**config.mk**
```make
export PLATFORM = sky130hd
export DESIGN_NAME = hsl_pixel_adjust
export DESIGN_NICKNAME = d
export VERILOG_FILES = /design/src/sv/hpa_pkg.sv /design/src/sv/hpa_cfg.sv /design/src/sv/hpa_core.sv /design/src/sv/hsl_pixel_adjust.sv
export SDC_FILE = /design/constraint.sdc
export NUM_CORES = 1
export LEC_CHECK = 0
export BUFFER_PORTS_ARGS = -buffer_cell sky130_fd_sc_hd__buf_4
export CORE_UTILIZATION = 45
export DETAILED_ROUTE_END_ITERATION = 7
export PLACE_DENSITY = 0.75
export SYNTH_ARGS = -nofsm -noshare
export SYNTH_HDL_FRONTEND = slang
export SYNTH_SLANG_ARGS = --single-unit
```
**constraint.sdc**
```tcl
create_clock -name i_clk -period 5.89 [get_ports i_clk]
set_input_delay 0.589 -clock i_clk [delete_from_list [all_inputs] [get_ports i_clk]]
set_output_delay 0.589 -clock i_clk [all_outputs]
set_load 0.02 [all_outputs]
```
**src/sv/hpa_pkg.sv**
```systemverilog
// Package for the HSLA pixel adjuster: types, constants and arithmetic helpers.
`default_nettype none

package hpa_pkg;

    // Fixed-point scales.
    localparam logic [16:0] FULL_SCALE  = 17'd65536;
    localparam logic [16:0] AMOUNT_RST  = 17'd6554;
    localparam logic signed [18:0] HUE_FULL_S = 19'sd46080;
    localparam logic signed [17:0] HUE_FULL_D = 18'sd46080;
    localparam logic signed [17:0] HUE_HALF_D = 18'sd23040;
    localparam logic [15:0] HUE_ORANGE  = 16'd1408;
    localparam logic [15:0] HUE_BLUE    = 16'd27648;

    // Configuration register indexes.
    localparam logic [1:0] CFG_MODE      = 2'd0;
    localparam logic [1:0] CFG_AMOUNT    = 2'd1;
    localparam logic [1:0] CFG_HUE_SHIFT = 2'd2;

    typedef enum logic [2:0] {
        MODE_LIGHTEN    = 3'd0,
        MODE_DARKEN     = 3'd1,
        MODE_SATURATE   = 3'd2,
        MODE_DESATURATE = 3'd3,
        MODE_GRAYSCALE  = 3'd4,
        MODE_ROTATE     = 3'd5,
        MODE_SNAP       = 3'd6
    } t_mode;

    typedef struct packed {
        logic [15:0] hue;
        logic [16:0] sat;
        logic [16:0] lum;
        logic [16:0] alpha;
    } t_pixel;

    typedef struct packed {
        t_mode              mode;
        logic [16:0]        amount;
        logic signed [16:0] hue_shift;
    } t_cfg;

    // Add and clamp at full scale.
    function automatic logic [16:0] sat_add(input logic [16:0] v, input logic [16:0] a);
        logic [17:0] s;
        s = {1'b0, v} + {1'b0, a};
        return (s > {1'b0, FULL_SCALE}) ? FULL_SCALE : s[16:0];
    endfunction

    // Subtract and clamp at zero; an over-range result is held at full scale.
    function automatic logic [16:0] sat_sub(input logic [16:0] v, input logic [16:0] a);
        logic [16:0] d;
        d = v - a;
        if (v < a) begin
            d = 17'd0;
        end else if (d > FULL_SCALE) begin
            d = FULL_SCALE;
        end
        return d;
    endfunction

    // Signed hue rotation with a single wrap, then clamp to the circle.
    function automatic logic [15:0] hue_rotate(input logic [15:0] h,
                                               input logic signed [16:0] sh);
        logic signed [18:0] s;
        s = $signed({3'b000, h}) + $signed({{2{sh[16]}}, sh});
        if (s > HUE_FULL_S) begin
            s = s - HUE_FULL_S;
        end else if (s < 19'sd0) begin
            s = s + HUE_FULL_S;
        end
        if (s > HUE_FULL_S) begin
            s = HUE_FULL_S;
        end else if (s < 19'sd0) begin
            s = 19'sd0;
        end
        return s[15:0];
    endfunction

    // Circular distance in whole degrees, truncated toward zero. It can go
    // negative when the hue lies above the full circle.
    function automatic logic signed [10:0] circ_dist(input logic [15:0] h,
                                                     input logic [15:0] t);
        logic signed [17:0] d;
        logic [17:0]        mag;
        logic [10:0]        q;
        d = $signed({2'b00, h}) - $signed({2'b00, t});
        if (d < 18'sd0) begin
            d = -d;
        end
        if (d > HUE_HALF_D) begin
            d = HUE_FULL_D - d;
        end
        mag = d[17] ? 18'(-d) : 18'(d);
        q   = mag[17:7];
        return d[17] ? -$signed(q) : $signed(q);
    endfunction

    // Snap to the nearer of the two target hues; a tie goes to orange.
    function automatic logic [15:0] hue_snap(input logic [15:0] h);
        logic signed [10:0] dor;
        logic signed [10:0] dbl;
        dor = circ_dist(h, HUE_ORANGE);
        dbl = circ_dist(h, HUE_BLUE);
        return (dbl < dor) ? HUE_BLUE : HUE_ORANGE;
    endfunction

endpackage

`default_nettype wire

```
**src/sv/hpa_cfg.sv**
```systemverilog
// Configuration register file for the HSLA pixel adjuster.
`default_nettype none

module hpa_cfg
    import hpa_pkg::*;
(
    input  wire logic        i_clk,
    input  wire logic        i_rst_n,
    input  wire logic        i_cfg_we,
    input  wire logic [1:0]  i_cfg_index,
    input  wire logic [16:0] i_cfg_data,
    output t_cfg             o_cfg
);

    t_cfg r_cfg;

    always_ff @(posedge i_clk) begin
        if (!i_rst_n) begin
            r_cfg.mode      <= MODE_LIGHTEN;
            r_cfg.amount    <= AMOUNT_RST;
            r_cfg.hue_shift <= 17'sd0;
        end else if (i_cfg_we) begin
            case (i_cfg_index)
                CFG_MODE:      r_cfg.mode      <= t_mode'(i_cfg_data[2:0]);
                CFG_AMOUNT:    r_cfg.amount    <= i_cfg_data;
                CFG_HUE_SHIFT: r_cfg.hue_shift <= $signed(i_cfg_data);
                default:       r_cfg           <= r_cfg;
            endcase
        end
    end

    assign o_cfg = r_cfg;

endmodule

`default_nettype wire

```
**src/sv/hpa_core.sv**
```systemverilog
// Per-pixel adjust logic: applies the selected operation to one HSLA pixel.
`default_nettype none

module hpa_core
    import hpa_pkg::*;
(
    input  t_cfg   i_cfg,
    input  t_pixel i_pix,
    output t_pixel o_pix
);

    always_comb begin
        o_pix = i_pix;
        case (i_cfg.mode)
            MODE_LIGHTEN:    o_pix.lum = sat_add(i_pix.lum, i_cfg.amount);
            MODE_DARKEN:     o_pix.lum = sat_sub(i_pix.lum, i_cfg.amount);
            MODE_SATURATE:   o_pix.sat = sat_add(i_pix.sat, i_cfg.amount);
            MODE_DESATURATE: o_pix.sat = sat_sub(i_pix.sat, i_cfg.amount);
            MODE_GRAYSCALE:  o_pix.sat = 17'd0;
            MODE_ROTATE:     o_pix.hue = hue_rotate(i_pix.hue, i_cfg.hue_shift);
            MODE_SNAP:       o_pix.hue = hue_snap(i_pix.hue);
            default:         o_pix     = i_pix;
        endcase
    end

endmodule

`default_nettype wire

```
**src/sv/hsl_pixel_adjust.sv**
```systemverilog
// Top level of the HSLA pixel adjuster: input register, adjust logic, result register.
//
//  Channel   Handshake            Payload
//  input     i_valid / o_ready    i_hue_in, i_sat_in, i_lum_in, i_alpha_in
//  output    o_valid / i_ready    o_hue_out, o_sat_out, o_lum_out, o_alpha_out
//  config    i_cfg_we (no wait)   i_cfg_index, i_cfg_data
//
// A pixel accepted at an edge sits in the input register and moves into the
// result register, where it is presented, when that register is free or being
// drained. The input register and the result register each hold one
// transaction, and one pixel is accepted every clock while the output side
// keeps up. The only logic between the two registers is the mode's adjust logic.
// Reset (i_rst_n low, synchronous) empties both registers and loads the
// configuration defaults. When the output stalls, the result register holds
// and the input register can still take one more transaction.
`default_nettype none

module hsl_pixel_adjust
    import hpa_pkg::*;
(
    input  wire logic        i_clk,
    input  wire logic        i_rst_n,
    input  wire logic        i_cfg_we,
    input  wire logic [1:0]  i_cfg_index,
    input  wire logic [16:0] i_cfg_data,
    input  wire logic        i_valid,
    output logic             o_ready,
    input  wire logic [15:0] i_hue_in,
    input  wire logic [16:0] i_sat_in,
    input  wire logic [16:0] i_lum_in,
    input  wire logic [16:0] i_alpha_in,
    output logic             o_valid,
    input  wire logic        i_ready,
    output logic [15:0]      o_hue_out,
    output logic [16:0]      o_sat_out,
    output logic [16:0]      o_lum_out,
    output logic [16:0]      o_alpha_out
);

    t_cfg   w_cfg;
    t_pixel r_s1_pix;
    t_pixel n_s1_pix;
    t_pixel w_adj_pix;
    t_pixel r_out_pix;
    logic   r_s1_valid;
    logic   r_out_valid;
    logic   w_s1_adv;
    logic   w_in_acc;

    hpa_cfg u_cfg (
        .i_clk       (i_clk),
        .i_rst_n     (i_rst_n),
        .i_cfg_we    (i_cfg_we),
        .i_cfg_index (i_cfg_index),
        .i_cfg_data  (i_cfg_data),
        .o_cfg       (w_cfg)
    );

    // The input register moves on whenever the result register is free or
    // being drained this cycle; it takes a new transaction when it is empty
    // or moving on.
    assign w_s1_adv = !r_out_valid || i_ready;
    assign o_ready  = !r_s1_valid || w_s1_adv;
    assign w_in_acc = i_valid && o_ready;

    assign n_s1_pix = '{hue: i_hue_in, sat: i_sat_in, lum: i_lum_in, alpha: i_alpha_in};

    always_ff @(posedge i_clk) begin
        if (!i_rst_n) begin
            r_s1_valid <= 1'b0;
        end else if (o_ready) begin
            r_s1_valid <= i_valid;
        end
    end

    always_ff @(posedge i_clk) begin
        if (w_in_acc) begin
            r_s1_pix <= n_s1_pix;
        end
    end

    hpa_core u_core (
        .i_cfg (w_cfg),
        .i_pix (r_s1_pix),
        .o_pix (w_adj_pix)
    );

    always_ff @(posedge i_clk) begin
        if (!i_rst_n) begin
            r_out_valid <= 1'b0;
        end else if (w_s1_adv) begin
            r_out_valid <= r_s1_valid;
        end
    end

    always_ff @(posedge i_clk) begin
        if (w_s1_adv && r_s1_valid) begin
            r_out_pix <= w_adj_pix;
        end
    end

    assign o_valid     = r_out_valid;
    assign o_hue_out   = r_out_pix.hue;
    assign o_sat_out   = r_out_pix.sat;
    assign o_lum_out   = r_out_pix.lum;
    assign o_alpha_out = r_out_pix.alpha;

    // An accepted transaction always lands in the input register.
    a_in_lands: assert property (@(posedge i_clk) disable iff (!i_rst_n)
        w_in_acc |=> r_s1_valid)
        else $error("accepted transaction did not reach the input register");

    // A pixel that leaves the input register becomes a presented result.
    a_s1_to_out: assert property (@(posedge i_clk) disable iff (!i_rst_n)
        (r_s1_valid && w_s1_adv) |=> o_valid)
        else $error("pixel lost between input and result registers");

    // A pixel held in the input register during a stall is not dropped.
    a_s1_hold: assert property (@(posedge i_clk) disable iff (!i_rst_n)
        (r_s1_valid && !w_s1_adv) |=> (r_s1_valid && $stable(r_s1_pix)))
        else $error("stalled pixel dropped or changed in the input register");

    // Reset empties both registers.
    a_reset: assert property (@(posedge i_clk)
        !i_rst_n |=> (!r_s1_valid && !o_valid))
        else $error("registers not empty after reset");

endmodule

`default_nettype wire
```
==> impl_metrics.yaml <==
die:
  die_h_um: 177.8
  die_area_sq_um: 31620
  coreArea_sq_um: 30510
  start_util_pct: 45.59
  rows: 64
  die_w_um: 177.8
  ios: 160
power:
  p_comb_share_pct: 35.9
  p_total_w: 0.003984
  netSwitchingPower_w: 0.001367
  power.share.sequential_pct: 36.3
  peakVddDrop_v: 0.0002435
  clockPowerShare_pct: 27.8
  internal_power_w: 0.002617
  leakage_nw: 7.256
  swShare_pct: 34.32
  pwr_density_cell_nw_per_um2: 225.2
timing:
  timing.final.crit_share_pct: 101.0
  setup_viol: 4
  tightest_slew_ns: 1.158
  hold_violations: 0
  fin_skew_ns: 0.01088
  min_period_ns: 5.946
  maxSlewHeadroom_pct: 22.83
  fin_ws_ns: -0.05618
  finalSetupTns_ns: -0.1658
  slew_violations: 0
  rsz0062_at_grt: "yes"
  max_freq_ghz: 0.1682
yosys:
  yosysWarningCount: 0
  ys_types: 102
  ys_ff_latch: 173
  synth_edf_count: 134
  syn-num-nets: 1716
  async_reset_ff_share_pct: 0
  yosysSeqAreaShare_pct: 34.54
  synth_cells: 1515
  synthTopCellsByCount: "135 x nand2_1, 135 x nor2_1, 134 x edfxtp_1"
  syn_area_sq_um: 13910
  yosys.area.top_type: "edfxtp_1"
  synth_flop_cell: "edfxtp_1"
  synth.avg_cell_area_sq_um: 9.181
  synthTopCellsByArea: "edfxtp_1 29%, ha_1 9.4%, dfxtp_1 5.6%, xnor2_1 5.4%, nand2_1 3.6%"
  yosysTopAreaCellShare_pct: 28.93
cts:
  clk_pin_slew_worst_paths_ns: 0.07
  ctsHoldBuffers: 0
  root_buffer: "clkbuf_16"
  cts_sinks: 173
  clock_latency_ns: 0.45
  cts_buffers: 17
  cts_max_path_buffers: 2
  cts_tree: "built"
  htree_levels: 4
global_route:
  grt_overflow: 0
  grt_pass1_wl_mm: 64.67
  grt_use_total_pct: 26.39
  grt_max_degree: 68
  first_global_vias: 12270
  antenna_found_initial: 0
place:
  dp_slack_ns: -0.3297
  post-place-cells: 2182
  gp_congestion: 0.9370
  numPortBuffers: 159
  hpwl_mm: 32.55
drt:
  drt_iter0_drc: 1080
  via_per_inst: 5.755
  ant_nets: 0
  post-route-drc-count: 0
  totalWireLength_mm: 42.01
  first_pass_iters: 7
  detail_route.wl_per_cell_um: 18.71
  routed-via-count: 12920
status:
  violations: "setup timing"
  status: "complete, but fails checks"
layout:
  fillCellCount: 2636
  fin_cells: 2245
  fin_util_pct: 57.98
  nNetsFinal: 2037
  drive_gt1_share_pct: 27.85
  area_growth_pct: 27.17
  antenna_cells: 0
critical_path:
  cp_max_fo: 6
  cp_num_buf_inv: 2
  crit_required_ns: 6.07
  cp_slowest_stage_delay_ns: 0.49
  endpoint_kind: "flip-flop"
  cp_common_cell: "a21oi_2"
  worstSetupPathType: "reg -> reg"
  worst_path_max_delay_cell: "a2111o_1"
  cp.arrival_ns: 6.13
  critPathLaunchType: "flip-flop"
  cp_top_family: "compound AO/OA/AOI/OAI gates"
worst_hold_path:
  hold_path.class: "in -> reg"
job:
  maxCapViolations: 0
[layout make-up]
type | count | area, sq um | share of cell area (%)
tap | 396 | 495.5 | 2.801
sequential | 173 | 4805 | 27.16
clock buffer | 18 | 439.2 | 2.483
inverter | 78 | 292.8 | 1.655
multi-input combinational | 1199 | 8761 | 49.53
timing repair buffer | 367 | 2771 | 15.67
clock inverter | 14 | 123.9 | 0.7003
[final timing paths]
| check | start | end | slack (ns) | cells past startpoint |
|---|---|---|---|---|
| max | r_s1_pix[62] | o_hue_out[8] | -0.06 | 30 |
| min reg2reg | r_s1_pix[16] | o_alpha_out[16] | 0.42 | 0 |
| max reg2reg | r_s1_pix[62] | o_hue_out[8] | -0.06 | 30 |
| min | i_sat_in[4] | r_s1_pix[38] | 0.31 | 1 |
[through the flow]
step,area (sq um),hold slack (ns)
floorplan,13920,0.4003
global placement,16550,0.4024
detailed placement,16550,0.4061
CTS,17380,0.3003
global route,17690,0.2992
finish,17690,0.3115
[repair_timing]
item	in CTS	in global routing
buffers inserted	17	13
resized for setup	31	51
setup endpoints to repair	5	10
pin swaps	19	41
cloned	0	1
[power groups by stage]
stage	sequential, W	combinational (W)	clock [W]
6_report	0.00145	0.00143	0.00111
3_3_place_gp	0.00147	0.00129	0
4_1_cts	0.00145	0.00135	0.00112
5_1_grt	0.00145	0.00155	0.00117
3_5_place_dp	0.00147	0.00131	0
2_1_floorplan	0.00149	0.000824	0
[cell families after synthesis]
kind of cell / Yosys count / synth area share, %
xor+xnor: 133 / 8.779
flops: 173 / 34.54
simple gates: 499 / 17.82
compound gates: 440 / 22.52
buf+inv: 143 / 4.929
fa+ha+maj: 110 / 10.16
mux: 17 / 1.241
[registers in the layout, summed over array words and instances (netlist names)]
signal,cells
r_s1_pix,67
o_lum_out,17
o_hue_out,16
o_valid,1
o_alpha_out,17
o_sat_out,17
r_s1_valid,1
u_cfg.o_cfg,37
[per-layer routing]
layer / track usage [%] / vias to the layer above / share of wire, %
li1: - / 6247 / -
met1: 35.90 / 6142 / 45
met2: 40.93 / 446 / 44
met3: 5.356 / 84 / 7.1
met4: 10.40 / 0 / 3.2
met5: 0 / - / 0
[placed cells by master (no fill, tap or decap), types with 40 or more instances in the layout]
| cell | synthesis | final |
|---|---|---|
| inv_1 | 78 | 76 |
| ha_1 | 105 | 102 |
| xnor2_1 | 86 | 83 |
| nand2_1 | 135 | 132 |
| buf_4 | 2 | 361 |
| o21ai_0 | 66 | 57 |
| a21oi_1 | 86 | 81 |
| edfxtp_1 | 134 | 134 |
| nor2_1 | 135 | 132 |
| xor2_1 | 41 | 40 |
(Power assumes the default switching activity.)
